## src/hw/rtl/lott_pkg.sv

```systemverilog
package lott_pkg;

   // default table depth
   localparam int ENTRIES_DEF = 64;

   localparam int ADDR_W = 32;
   localparam int TAG_W  = 16;

   // event codes
   localparam logic [1:0] MODE_CONSTRUCT = 2'd0;
   localparam logic [1:0] MODE_DESTRUCT  = 2'd1;
   localparam logic [1:0] MODE_REPORT    = 2'd2;

   // result codes
   localparam logic [2:0] ST_OK            = 3'd0;
   localparam logic [2:0] ST_BAD_CONSTRUCT = 3'd1;
   localparam logic [2:0] ST_NO_SPACE      = 3'd2;
   localparam logic [2:0] ST_BAD_DESTROY   = 3'd3;
   localparam logic [2:0] ST_BAD_ADDRESS   = 3'd4;
   localparam logic [2:0] ST_LEAK          = 3'd5;
   localparam logic [2:0] ST_NO_LEAKS      = 3'd6;

   typedef struct packed {
      logic [1:0]        mode;
      logic [ADDR_W-1:0] object_address;
      logic [TAG_W-1:0]  type_tag;
   } req_type;

   typedef struct packed {
      logic [2:0]        status;
      logic [ADDR_W-1:0] leak_address;
      logic [TAG_W-1:0]  leak_tag;
      logic              last;
   } rsp_type;

   // contents of one slot as handed along the chain
   typedef struct packed {
      logic [ADDR_W-1:0] address;
      logic [TAG_W-1:0]  tag;
      logic              pending;
   } slot_type;

   // per-cycle commands broadcast to every cell
   typedef struct packed {
      logic compare;    // latch match/free flags against the request
      logic commit;     // write or clear the picked slot
      logic construct;  // pick a free slot (else a matching one)
      logic load;       // mark occupied slots pending for a report
      logic rotate;     // take the neighbor's slot
   } cell_ctl_type;

endpackage

```

## src/hw/rtl/lott_cell.sv

```systemverilog
module lott_cell (
   input  logic                       clock,
   input  logic                       reset,
   input  lott_pkg::cell_ctl_type     ctl,
   input  logic [lott_pkg::ADDR_W-1:0] req_address,
   input  logic [lott_pkg::TAG_W-1:0]  req_tag,
   input  lott_pkg::slot_type         nb_slot,
   output lott_pkg::slot_type         slot,
   input  logic                       pick_in,
   output logic                       pick_out,
   input  logic                       hit_in,
   output logic                       hit_out
);

   logic [lott_pkg::ADDR_W-1:0] address_ff, address_in;
   logic [lott_pkg::TAG_W-1:0]  tag_ff, tag_in;
   logic                        pending_ff, pending_in;
   logic                        match_ff, match_in;
   logic                        free_ff, free_in;
   logic                        cand;
   logic                        pick_here;

   // priority chain: the lowest candidate wins
   assign cand      = ctl.construct ? free_ff : match_ff;
   assign pick_here = cand & ~pick_in;
   assign pick_out  = pick_in | cand;
   assign hit_out   = hit_in | match_ff;

   assign slot.address = address_ff;
   assign slot.tag     = tag_ff;
   assign slot.pending = pending_ff;

   // flags against the held request
   always_comb begin
      match_in = match_ff;
      free_in  = free_ff;
      if (ctl.compare) begin
         match_in = (address_ff != '0) && (address_ff == req_address) && (tag_ff == req_tag);
         free_in  = (address_ff == '0);
      end
   end

   // slot contents
   always_comb begin
      address_in = address_ff;
      tag_in     = tag_ff;
      pending_in = pending_ff;
      if (ctl.rotate) begin
         address_in = nb_slot.address;
         tag_in     = nb_slot.tag;
         pending_in = nb_slot.pending;
      end else if (ctl.load) begin
         pending_in = (address_ff != '0);
      end else if (ctl.commit && pick_here) begin
         if (ctl.construct) begin
            address_in = req_address;
            tag_in     = req_tag;
         end else begin
            address_in = '0;
         end
      end
   end

   always_ff @(posedge clock) begin
      if (reset) begin
         address_ff <= '0;
         pending_ff <= 1'b0;
         match_ff   <= 1'b0;
         free_ff    <= 1'b0;
      end else begin
         address_ff <= address_in;
         pending_ff <= pending_in;
         match_ff   <= match_in;
         free_ff    <= free_in;
      end
   end

   always_ff @(posedge clock) begin
      tag_ff <= tag_in;
   end

endmodule
```

## config.mk

```make
export PLATFORM = sky130hd
export DESIGN_NAME = lott_cell
export DESIGN_NICKNAME = d
export VERILOG_FILES = /design/src/hw/rtl/lott_pkg.sv /design/src/hw/rtl/lott_cell.sv
export SDC_FILE = /design/constraint.sdc
export NUM_CORES = 1
export LEC_CHECK = 0
export BUFFER_PORTS_ARGS = -buffer_cell sky130_fd_sc_hd__buf_2
export CAP_MARGIN = 20
export CELL_PAD_IN_SITES_DETAIL_PLACEMENT = 0
export CELL_PAD_IN_SITES_GLOBAL_PLACEMENT = 1
export CORE_MARGIN = 1
export CORE_UTILIZATION = 28
export CTS_CLUSTER_SIZE = 24
export DETAILED_ROUTE_END_ITERATION = 10
export PLACE_DENSITY_LB_ADDON = 0.1
export SYNTH_ARGS = -nofsm -noshare
export SYNTH_HDL_FRONTEND = slang
export SYNTH_SLANG_ARGS = --single-unit
```

## constraint.sdc

```tcl
create_clock -name clock -period 1.6 [get_ports clock]
set_input_delay 0.32 -clock clock [delete_from_list [all_inputs] [get_ports clock]]
set_output_delay 0.32 -clock clock [all_outputs]
set_load 0.1 [all_outputs]
```

== Word level (Yosys, flattened, before mapping) ==
Index checks and enable logic that the tools add are counted.
Storage, ports and cells
  bits in registers: 51
  bits of input ports: 106
  output and inout bits: 51
  logic and storage cells: 33
Operators by class
  eq/ne operators: 3
  multiplexer cells: 11
  bitwise gates (word level): 4
  reductions and logical operators: 10
Operator list (number)
  two-way mux 32 bit: 4
  two-way mux 16 bit: 4
  == test 32 bit: 1
  zero test 32 bit: 1
  nonzero test 32 bit: 1
  == test 16 bit: 1
  nonzero test 2 bit: 3
  logical AND 1 bit: 3
  two-way mux 1 bit: 3
  AND reduction 3 bit: 1
  inequality test 2 bit, second input constant: 1
  OR 1 bit: 2
  AND reduction 2 bit: 1
  AND 1 bit: 1
  inverter 1 bit: 1

== Longest topological paths before layout ==
Gate-level depths: netlist of run 1.
  word-level depth: 6
  depth in mapped cells: 6
  mapped depth without buffers: 5

== Worst setup path after synthesis of run 1 ==
No wires, ideal clock.
  path kind: reg2reg
  start: reg address_ff[31] in the netlist's numbering
  end: reg match_ff
  data arrival time: 2157 ps
  setup slack: -627 ps
  cell stages (with the launch flop): 6
  buffers on the path: 0
  period minus slack after synthesis: 2227 ps
  cells stage by stage: dfxtp_1 xor2_1 nor4_2 nand4_1 or4_1 a21oi_1
Between the ends
  longest elaborated chain between the ends: 3
  elaborated cells between the ends (all ways): 4
  classes of those cells: eq/ne (1); reduce/logical (3)
Ends and longest elaborated chain
  start: declaration: line lott_cell.sv:15  | logic [lott_pkg::ADDR_W-1:0] address_ff, address_in;
  start signal: assignment: line lott_cell.sv:71  | address_ff <= address_in;
  == test 32 bit / nonzero test 32 bit (equally long branches): line lott_cell.sv:38  | match_in = (address_ff != '0) && (address_ff == req_address) && (tag_ff == req_tag);
  logical AND 1 bit * (2 in a row): line lott_cell.sv:38
  end signal: assignment: line lott_cell.sv:73  | match_ff <= match_in;
  end: declaration: line lott_cell.sv:18  | logic match_ff, match_in;
Every way passes the cells marked *; elsewhere a longest branch is shown, timed or not.
A chain may end at the register's enable or synchronous reset.

== Worst setup path in the final report of run 1 ==
  start: reg tag_ff[0] in the netlist's numbering
  end: reg match_ff
Between the ends
  longest elaborated chain between the ends: 2
Ends and longest elaborated chain
  start: declaration: line lott_cell.sv:16  | logic [lott_pkg::TAG_W-1:0] tag_ff, tag_in;
  start signal: assignment: line lott_cell.sv:79  | tag_ff <= tag_in;
  == test 16 bit: line lott_cell.sv:38
  logical AND 1 bit: line lott_cell.sv:38
Every way passes these cells.

==> results of run 1 <==
cell usage after synthesis (3+ instances only):
library cell  count  share of area (%)
edfxtp_1         16                 18
a21oi_1           3               0.58
xor2_1           40                 13
dfxtp_1          35                 27
clkbuf_1         13                1.9
nand4_1           5                1.2
a222oi_1         33                 13
nor4_1           16                3.8
mux2_2           16                6.9
nand2b_1          9                2.2
nor2_1           36                5.2
inv_1             5               0.72
flip-flops by register name (all words and copies together), names as in the netlist:
name,flops
pending_ff,1
tag_ff,16
address_ff,32
match_ff,1
free_ff,1
final cells by class:
cell class / count / area (sq um)
timing repair buffer: 216 / 1290
clock buffer: 5 / 68.8
clock inverter: 3 / 38.8
inverter: 5 / 18.8
multi-input combinational: 176 / 1440
fill: 876 / 4640
sequential: 51 / 1220
tap: 108 / 135
power groups by stage:
stage                     registers (uW)  clock network, uW  logic (uW)
after floorplan                     2120                  0         307
after global placement              1520                  0        1360
after detailed placement            1530                  0        1360
after CTS                           1500                947        1390
after global routing                1520                995        1470
final                               1500                906        1400
cells in the final DEF, fill, tap and decap left out, drive strengths merged, types with 2 or more instances in the layout:
| master | count |
|---|---|
| a21oi | 3 |
| a222oi | 33 |
| buf | 215 |
| clkbuf | 6 |
| clkinv | 2 |
| dfxtp | 35 |
| edfxtp | 16 |
| inv | 5 |
| mux2 | 16 |
| nand2 | 2 |
| nand2b | 9 |
| nand4 | 5 |
| nor2 | 36 |
| nor4 | 17 |
| o2111a | 2 |
| or2 | 2 |
| xor2 | 40 |
worst paths after layout:
kind                                    start            end  cells after the start  slack [ns]
worst max-delay path                tag_ff[0]       match_ff                      6       -0.24
worst min-delay path               nb_slot[0]     pending_ff                      3        0.27
worst max register to register      tag_ff[0]       match_ff                      6       -0.24
worst min register to register  address_ff[6]  address_ff[6]                      2        0.56
timing repair:
item | 4_1_cts | 5_1_grt
setup buffers | 2 | 0
endpoints found under the setup margin | 4 | 5
pin swaps | 2 | 4
resized for setup | 11 | 13
routing by layer:
metal | vias up | share of wire (%)
li1 | 1379 | -
met1 | 1286 | 45
met2 | 114 | 47
met3 | 8 | 7.1
met4 | 0 | 0.78
met5 | - | 0
worst min-delay path, cell delays in order:
cell	delay, ns
buf_2	0.10
nand2_1	0.06
a21oi_1	0.05
metrics by stage:
stage / hold WS [ns] / worst slack [ns] / std cells
4_1_cts: 0.251 / -0.231 / 564
2_1_floorplan: 0.455 / -0.517 / 249
5_1_grt: 0.261 / -0.337 / 564
3_3_place_gp: 0.496 / -0.345 / 554
6_report: 0.270 / -0.240 / 564
3_5_place_dp: 0.511 / -0.345 / 554
cells by family after synthesis:
logic type	after synthesis
and+or+nand+nor	76
buffers and inverters	22
xor gates and xnor gates	41
AOI/OAI and AO/OA	42
muxes	17
DFF	51
==> summary.md, run 1 <==
| Metric | Value |
|---|---|
| Grt ovf | `0` |
| Critical Path Max Stage Delay | `0.49 ns` |
| Vias per cell | `4.94` |
| Final antenna diode count | `0` |
| GRT Max-Usage Layer | `met2` |
| Total Nets Final | `around 560` |
| #FFs+latches synth | `slightly above 50` |
| CTS max path bufs | `2` |
| Synthesized area | `about 2600 sq um` |
| CP max-delay cell | `or4_4` |
| Max Freq | `544 MHz` |
| Maximum vdd drop | `between 0.4 and 0.5 mV` |
| Switching share of power | `38.8%` |
| Power share of the sequential group | `39.5%` |
| CTS buffer count | `5` |
| Average size of a mapped cell | `10.5 sq um` |
| Synth unique cells | `30` |
| Setup violators final | `2` |
| Clock Power Share | `23.8%` |
| Final Total Pwr | `3810 uW` |
| Met1 Use GR | `between 20% and 30%` |
| Post-synth EDFFs | `16` |
| TritonCTS clock tree | `done` |
| Critical Path End Type | `register` |
| Relative slew slack | `66.6%` |
| Hpwl dp | `~7300 um` |
| Clk_lat worst skew | `0.31 ns` |
| Internal Power | `2330 uW` |
| Period utilisation layout | `115%` |
| Critical path startpoint category | `register` |
| Initial antenna violation count | `0` |
| Top Family by Delay on Critical Path | `simple AND/OR/NAND/NOR gates` |
| Fraction of the mapped netlist area in simple logic gates | `14.8%` |
| Max-Cap Viols | `0` |
| DRC | `8` |
| Kind of critical path | `reg -> reg` |
| Total leakage power | `around 0.002 uW` |
| Mux share of post-synthesis cell area | `7.30%` |
| Clock-pin slew on the worst setup and hold paths | `0.09 ns` |
| Final Core Density | `47.6%` |
| Total die area | `approximately 9700 sq um` |
| Layout Area Growth over Synthesis | `61.8%` |
| M2 GR Usage | `31.9%` |
| Initial Util | `29.4%` |
| Setup TNS | `-0.289 ns` |
| CTS Root Cell | `clkbuf_8` |
| Total wire length | `roughly 9500 um` |
| CTS HTree Levels | `2` |
| Post-CTS Hold Buffers | `0` |
| Routing usage on met3 | `under 10%` |
| Setup WS post-layout | `-0.240 ns` |
| Vias | `between 2,000 and 3,000` |
| Sequential-to-total area share from yosys stat | `a little under half` |
| Post-Synth XOR/XNOR Area | `13.8%` |
| CP max FO | `2` |
| Die height | `around 98 um` |
| Critical Path RT | `1.84 ns` |
| Die W | `98.4 um` |
| Sw Pwr | `about 1500 uW` |
| Status | `finished with violations` |
| Type of the tightest min-delay check | `in -> reg` |
| Routed wire per std cell | `about 17 um` |
| Tot GR Track Use | `between 10% and 20%` |
| Starting DRT DRC Count | `233` |
| Placement-stage cell area | `3970 sq um` |
| Ys async rst share | `0%` |
| Final Hold Fails | `0` |
| Post-layout min period | `1.84 ns` |
| Post-Syn Instances | `249` |
| # rows | `34` |
| Via count of the first global-routing pass | `2,735` |
| Largest net degree at the start of global routing | `36` |
| Clk_skew | `around 0.0045 ns` |
| Gpl congestion | `0.806` |
| Violated checks | `design-rule violations, negative setup slack` |
| Data arrival, critical path | `2.08 ns` |
| Mapped Nets | `355` |
| Adder-Cell Fraction of Synth Area | `0%` |
| First-pass GRT wire length | `14,300 um` |
| Fraction of final layout cells sized beyond drive strength 1 | `between 60% and 70%` |
| Critical path, cell by cell | `xor2_1 > nor4_2 > buf_4 > nand4_1 > or4_4 > a21oi_2` |
| 1st-pass router iterations | `10` |
| Fin area | `4210 sq um` |
| PwrDens | `904 nW/um^2` |
| Number of routed nets with antenna violations | `0` |
| Post-synthesis compound-gate area fraction | `roughly 15%` |
| Fin. max-slew vios | `0` |
| Main synth FF type | `dfxtp_1` |
| IO Port Bufs | `156` |
| Num ports | `157` |
| Largest family of logic cells by synthesized area | `compound AO/OA/AOI/OAI gates` |
| CP Buf/Inv Count | `1` |
| Ys Warns | `0` |
| Comb pwr share | `a little under two fifths` |
| Slew @ Worst Pin | `0.505 ns` |
| CTS sink cnt | `51` |
| Placeable Area | `8850 sq um` |
| RSZ-0062 raised after global routing | `yes` |
Power figures use the tool's default switching activity.
==> inputs of run 2 (changes only) <==
--- a/config.mk
+++ b/config.mk
@@ -9,6 +9,7 @@
 export CAP_MARGIN = 20
 export CELL_PAD_IN_SITES_DETAIL_PLACEMENT = 0
 export CELL_PAD_IN_SITES_GLOBAL_PLACEMENT = 1
+export CORE_ASPECT_RATIO = 0.6
 export CORE_MARGIN = 1
 export CORE_UTILIZATION = 28
 export CTS_CLUSTER_SIZE = 24
==> run 2 against run 1 <==
Net effect:
- the run ends with negative setup slack left
- clock power is 17% higher
- sequential power hardly changed
- final area down 2.0%
==> summary.md, run 2 (synthesis results as in run 1) <==
| Metric | Value |
|---|---|
| Footprint of the multi-input gates | `about 1400 sq um` |
| TritonCTS clock tree | `done` |
| DRC | `0` |
| CP startpoint | `tag_ff[4]` |
| Total die area | `approximately 9700 sq um` |
| Die W | `126 um` |
| Fillers | `852` |
| Num ports | `157` |
| Hpwl dp | `7400 um` |
| Clk_lat worst skew | `slightly below 0.3 ns` |
| Grt ovf | `0` |
| Starting DRT DRC Count | `roughly 210` |
| Number of routed nets with antenna violations | `0` |
| Max Freq | `541 MHz` |
| Maximum vdd drop | `between 0.3 and 0.4 mV` |
| Biggest regs | `address_ff x32, tag_ff x16` |
| Layout Area Growth over Synthesis | `58.6%` |
| Type of the tightest min-delay check | `in -> reg` |
| Pre-CTS setup slack | `-0.393 ns` |
| Critical Path End Type | `register` |
| Critical path startpoint category | `register` |
| Relative slew slack | `66.7%` |
| CTS max path bufs | `2` |
| Via count of the first global-routing pass | `2,763` |
| Total leakage power | `~0.0020 uW` |
| Total wire length | `slightly below 10,000 um` |
| Die height | `76.7 um` |
| Total Nets Final | `550` |
| Largest net degree at the start of global routing | `36` |
| RSZ-0062 raised after global routing | `yes` |
| CTS HTree Levels | `2` |
| Clock-pin slew on the worst setup and hold paths | `0.07 ns` |
| Max reg flops | `32` |
| Flop-to-flop setup slack | `-0.25 ns` |
| Period utilisation layout | `116%` |
| Most frequent cells in the layout | `153 x buf_2, 45 x buf_4, 40 x xor2_1` |
| 1st-pass router iterations | `7` |
| Worst r2r path cells | `6` |
| Commonest non-fill, non-tap cell in the layout | `buf_2` |
| Top reg by flops | `address_ff` |
| Fraction of final layout cells sized beyond drive strength 1 | `61.1%` |
| Final Hold Fails | `0` |
| Routed wire per std cell | `17.4 um` |
| CTS buffer count | `5` |
| Vias per cell | `between 5 and 6` |
| Initial Util | `29.8%` |
| PwrDens | `953 nW/um^2` |
| Initial antenna violation count | `0` |
| Tot GR Track Use | `between 10% and 20%` |
| IO Port Bufs | `156` |
| Slew @ Worst Pin | `0.503 ns` |
| CTS sink cnt | `51` |
| Critical Path RT | `1.82 ns` |
| Vias | `2,838` |
| Clk_skew | `0.00429 ns` |
| Kind of critical path | `reg -> reg` |
| Worst R2R End | `match_ff` |
| Fin. max-slew vios | `0` |
| Crit path capture | `match_ff` |
| # rows | `26` |
| Violated checks | `negative setup slack` |
| CP max FO | `2` |
| Max-Cap Viols | `0` |
| CTS Root Cell | `clkbuf_16` |
| Post-layout min period | `~1.8 ns` |
| Placeable Area | `8750 sq um` |
| Gpl congestion | `0.732` |
| Sequential cell area | `1220 sq um` |
| Setup violators final | `2` |
| Worst hold margin | `0.281 ns` |
| Post-CTS Hold Buffers | `0` |
| Setup WS post-layout | `-0.249 ns` |
| Data arrival, critical path | `slightly above 2 ns` |
| Status | `finished with violations` |
| R2R Path Start | `tag_ff[4]` |
| Final antenna diode count | `0` |
| First-pass GRT wire length | `14,800 um` |
-- run 2: cell types whose count changed in the layout (fill, tap and decap cells not counted), sizes merged --
cell,previous run,this run
clkbuf,6,7
bufinv,1,0
buf,215,204
-- run 2: worst min-delay path by stage --
| stage | slack [ns] | cells past startpoint | end | from |
|---|---|---|---|---|
| 4_1_cts | 0.28 | 3 | pending_ff | nb_slot[0] |
| 3_5_place_dp | 0.52 | 2 | address_ff[15] | address_ff[15] |
| 2_1_floorplan | 0.46 | 2 | match_ff | match_ff |
| 5_1_grt | 0.31 | 3 | pending_ff | nb_slot[0] |
| 6_report | 0.28 | 3 | pending_ff | nb_slot[0] |
| 3_3_place_gp | 0.49 | 2 | free_ff | free_ff |
-- run 2: repair_timing --
action / CTS / global route
setup endpoints to repair: 3 / 6
gates cloned: 0 / 0
pin swaps: 3 / 2
setup buffers: 1 / 0
resized for setup: 9 / 8
-- run 2: where the power goes --
part | total (uW) | internal, uW | switching (uW)
clock | 1060 | 572 | 493
sequential | 1510 | 1430 | 70.8
combinational | 1360 | 411 | 954
total | 3930 | 2420 | 1520
-- run 2: cell type report --
type | count | area share (%)
Clock buffer | 6 | 3.12
Clock inverter | 2 | 0.182
Inverter | 5 | 0.454
Multi-Input combinational cell | 176 | 33.7
Sequential cell | 51 | 29.6
Tap cell | 112 | 3.39
Timing Repair Buffer | 205 | 29.6
-- run 2: worst max-delay path, cell delays in order (launching register included) --
cell and delay [ns]:
edfxtp_1 0.40, xor2_1 0.17, nor4_2 0.31, buf_4 0.15
nand4_1 0.12, or4_1 0.51, a21oi_1 0.13
-- run 2: metrics by stage --
stage | instance area, sq um | setup TNS, ns | utilization [%] | cells | total power (uW)
final | 4130 | -0.270 | 47.2 | 557 | 3930
after global routing | 4130 | -0.447 | 47.2 | 557 | 4080
after CTS | 4100 | -0.307 | 46.8 | 557 | 3950
after detailed placement | 3920 | -0.513 | 44.7 | 548 | 2870
after global placement | 3920 | -0.462 | 44.7 | 548 | 2870
after floorplan | 2650 | -0.517 | - | 249 | 2430
-- run 2: routing by layer --
layer,vias to the layer above,GRT usage [%],part of all wire [%]
li1,1353,-,-
met1,1344,29.7,49
met2,136,28.0,41
met3,5,6.07,8.9
met4,0,3.61,0.63
met5,-,0,0
==> inputs of run 3 (changes only) <==
--- a/config.mk
+++ b/config.mk
@@ -6,12 +6,11 @@
 export NUM_CORES = 1
 export LEC_CHECK = 0
 export BUFFER_PORTS_ARGS = -buffer_cell sky130_fd_sc_hd__buf_2
-export CAP_MARGIN = 20
 export CELL_PAD_IN_SITES_DETAIL_PLACEMENT = 0
 export CELL_PAD_IN_SITES_GLOBAL_PLACEMENT = 1
 export CORE_ASPECT_RATIO = 0.6
 export CORE_MARGIN = 1
-export CORE_UTILIZATION = 28
+export CORE_UTILIZATION = 30
 export CTS_CLUSTER_SIZE = 24
 export DETAILED_ROUTE_END_ITERATION = 10
 export PLACE_DENSITY_LB_ADDON = 0.1
==> constraint.sdc (replaced) <==
create_clock -name clock -period 2.09 [get_ports clock]
set_input_delay 0.418 -clock clock [delete_from_list [all_inputs] [get_ports clock]]
set_output_delay 0.418 -clock clock [all_outputs]
set_load 0.1 [all_outputs]
==> run 3 against run 2 <==
Net effect:
- the run now ends clean
- sequential power shrank 23%
- clock skew is essentially flat
- combinational power shrank 31%
- sequential cell count is the same
- hold slack gained 0.095 ns
- non-clock buffer count shrank 42
- clock power shrank 25%
- die area shrank 6.5%
- critical path depth shrank 3
- routed wire length shrank 6.9%
- sequential share of layout area grew 2.8 points
- critical path type is now reg -> out
- critical endpoint is now pick_out
- largest power group unchanged
- highest routed layer unchanged
==> summary.md, run 3 (synthesis results as in run 1) <==
| Metric | Value |
|---|---|
| Status | `complete, no violations` |
| Fillers | `812` |
| Fraction of final layout cells sized beyond drive strength 1 | `50.9%` |
| Setup WS post-layout | `roughly 0.19 ns` |
| TritonCTS clock tree | `done` |
| Most frequent cells in the layout | `156 x buf_2, 40 x xor2_1, 35 x nor2_1` |
| Worst Min Path Start | `nb_slot[0]` |
| Die height | `74.2 um` |
| Total die area | `9070 sq um` |
| Post-CTS Hold Buffers | `0` |
| CP startpoint | `match_ff` |
| Setup violators final | `0` |
| Post-CTS setup buffer count | `0` |
| Routed wire per std cell | `17.7 um` |
| R2R Path Start | `tag_ff[8]` |
| Top Family by Delay on Critical Path | `flip-flops` |
| Placed cell count | `between 500 and 600` |
| Vias | `around 2,700` |
| CTS Root Cell | `clkbuf_16` |
| # rows | `25` |
| Slew @ Worst Pin | `approximately 0.70 ns` |
| Max Freq | `525 MHz` |
| Max-Cap Viols | `0` |
| Post-layout min period | `1.90 ns` |
| Placeable Area | `8130 sq um` |
| Total leakage power | `about 0.0017 uW` |
| Biggest regs | `address_ff x32, tag_ff x16` |
| Initial antenna violation count | `0` |
| Grt ovf | `0` |
| RSZ-0062 raised after global routing | `no` |
| Final Hold Fails | `0` |
| Critical path startpoint category | `register` |
| CTS HTree Levels | `2` |
| Layout Area Growth over Synthesis | `42.2%` |
| Finished Layout Cells | `511` |
| Pre-CTS setup slack | `0.109 ns` |
| Clk_skew | `0.00448 ns` |
| Initial Util | `32.0%` |
| IO Port Bufs | `approximately 160` |
| CTS buffer count | `5` |
| Critical path, cell by cell | `mux2_2 > or2_2 > buf_2` |
| Number of routed nets with antenna violations | `0` |
| Top reg by flops | `address_ff` |
| Maximum vdd drop | `0.336 mV` |
| DRC | `0` |
| Starting DRT DRC Count | `280` |
| CTS sink cnt | `51` |
| Kind of critical path | `reg -> out` |
| PwrDens | `about 780 nW/um^2` |
| Type of the tightest min-delay check | `in -> reg` |
| Critical Path Max Stage Delay | `0.34 ns` |
| Cts repair resizes | `0` |
| Clk_lat worst skew | `slightly below 0.3 ns` |
| CTS max path bufs | `2` |
| Commonest non-fill, non-tap cell in the layout | `buf_2` |
| Fin. max-slew vios | `0` |
| Setup TNS | `0 ns` |
| First-pass GRT wire length | `approximately 13,000 um` |
| Total Nets Final | `508` |
| Clock-pin slew on the worst setup and hold paths | `0.07 ns` |
| Data arrival, critical path | `1.49 ns` |
| Tot GR Track Use | `19.9%` |
| Gpl congestion | `0.741` |
| CP max-delay cell | `dfxtp_1` |
| Max reg flops | `32` |
| 1st-pass router iterations | `6` |
| Critical Path End Type | `output port` |
| Total wire length | `9050 um` |
| Final antenna diode count | `0` |
| Period utilisation layout | `91.1%` |
| Die W | `122 um` |
| Num ports | `157` |
| Critical Path RT | `1.67 ns` |
| Via count of the first global-routing pass | `between 2,000 and 2,500` |
| Hpwl dp | `6930 um` |
| CP max FO | `3` |
| Largest net degree at the start of global routing | `36` |
| Relative slew slack | `53.0%` |
| Vias per cell | `5.19` |
| CP Buf/Inv Count | `1` |
-- run 3: cell types whose count changed in the layout (fill, tap and decap cells not counted), sizes merged --
cell    previous run  this run
clkbuf             7         6
buf              204       163
-- run 3: metrics by stage --
step	power [uW]	hold slack, ns	area (sq um)	util (%)
floorplan	1860	0.455	2620	-
global placement	2120	0.500	3570	43.9
detailed placement	2120	0.517	3570	43.9
CTS	2930	0.366	3700	45.5
global route	3020	0.389	3700	45.5
finish	2890	0.376	3700	45.5
-- run 3: final timing paths --
check / to / slack (ns) / cells past startpoint
worst min-delay path: pending_ff / 0.38 / 3
worst min register to register: match_ff / 0.53 / 2
worst max-delay path: pick_out / 0.19 / 3
worst max register to register: match_ff / 0.24 / 5
-- run 3: cell type report --
cell class / count / area (sq um) / area share (%)
Timing Repair Buffer: 163 / 871 / 23.5
Tap cell: 108 / 135 / 3.65
Clock inverter: 2 / 7.51 / 0.203
Inverter: 5 / 18.8 / 0.507
Multi-Input combinational cell: 176 / 1340 / 36.2
Sequential cell: 51 / 1200 / 32.4
Clock buffer: 6 / 129 / 3.48
-- run 3: report_power, final --
part	total, uW	internal (uW)	switching, uW
registers	1160	1100	61.9
clock network	792	437	355
logic	943	246	697
total	2890	1780	1110
-- run 3: metal layers --
layer  wire [um]  up-vias  GRT usage (%)
li1            -     1276              -
met1        4620     1239           30.2
met2        3660      129           27.8
met3         704        8           4.68
met4          70        0           4.88
met5           0        -              0
-- run 3: worst reg2reg max path: stages, from the launching register on --
cell,delay (ns)
edfxtp_1,0.40
xor2_1,0.18
nor4_1,0.34
nand4_1,0.19
or4_1,0.53
a21oi_1,0.13
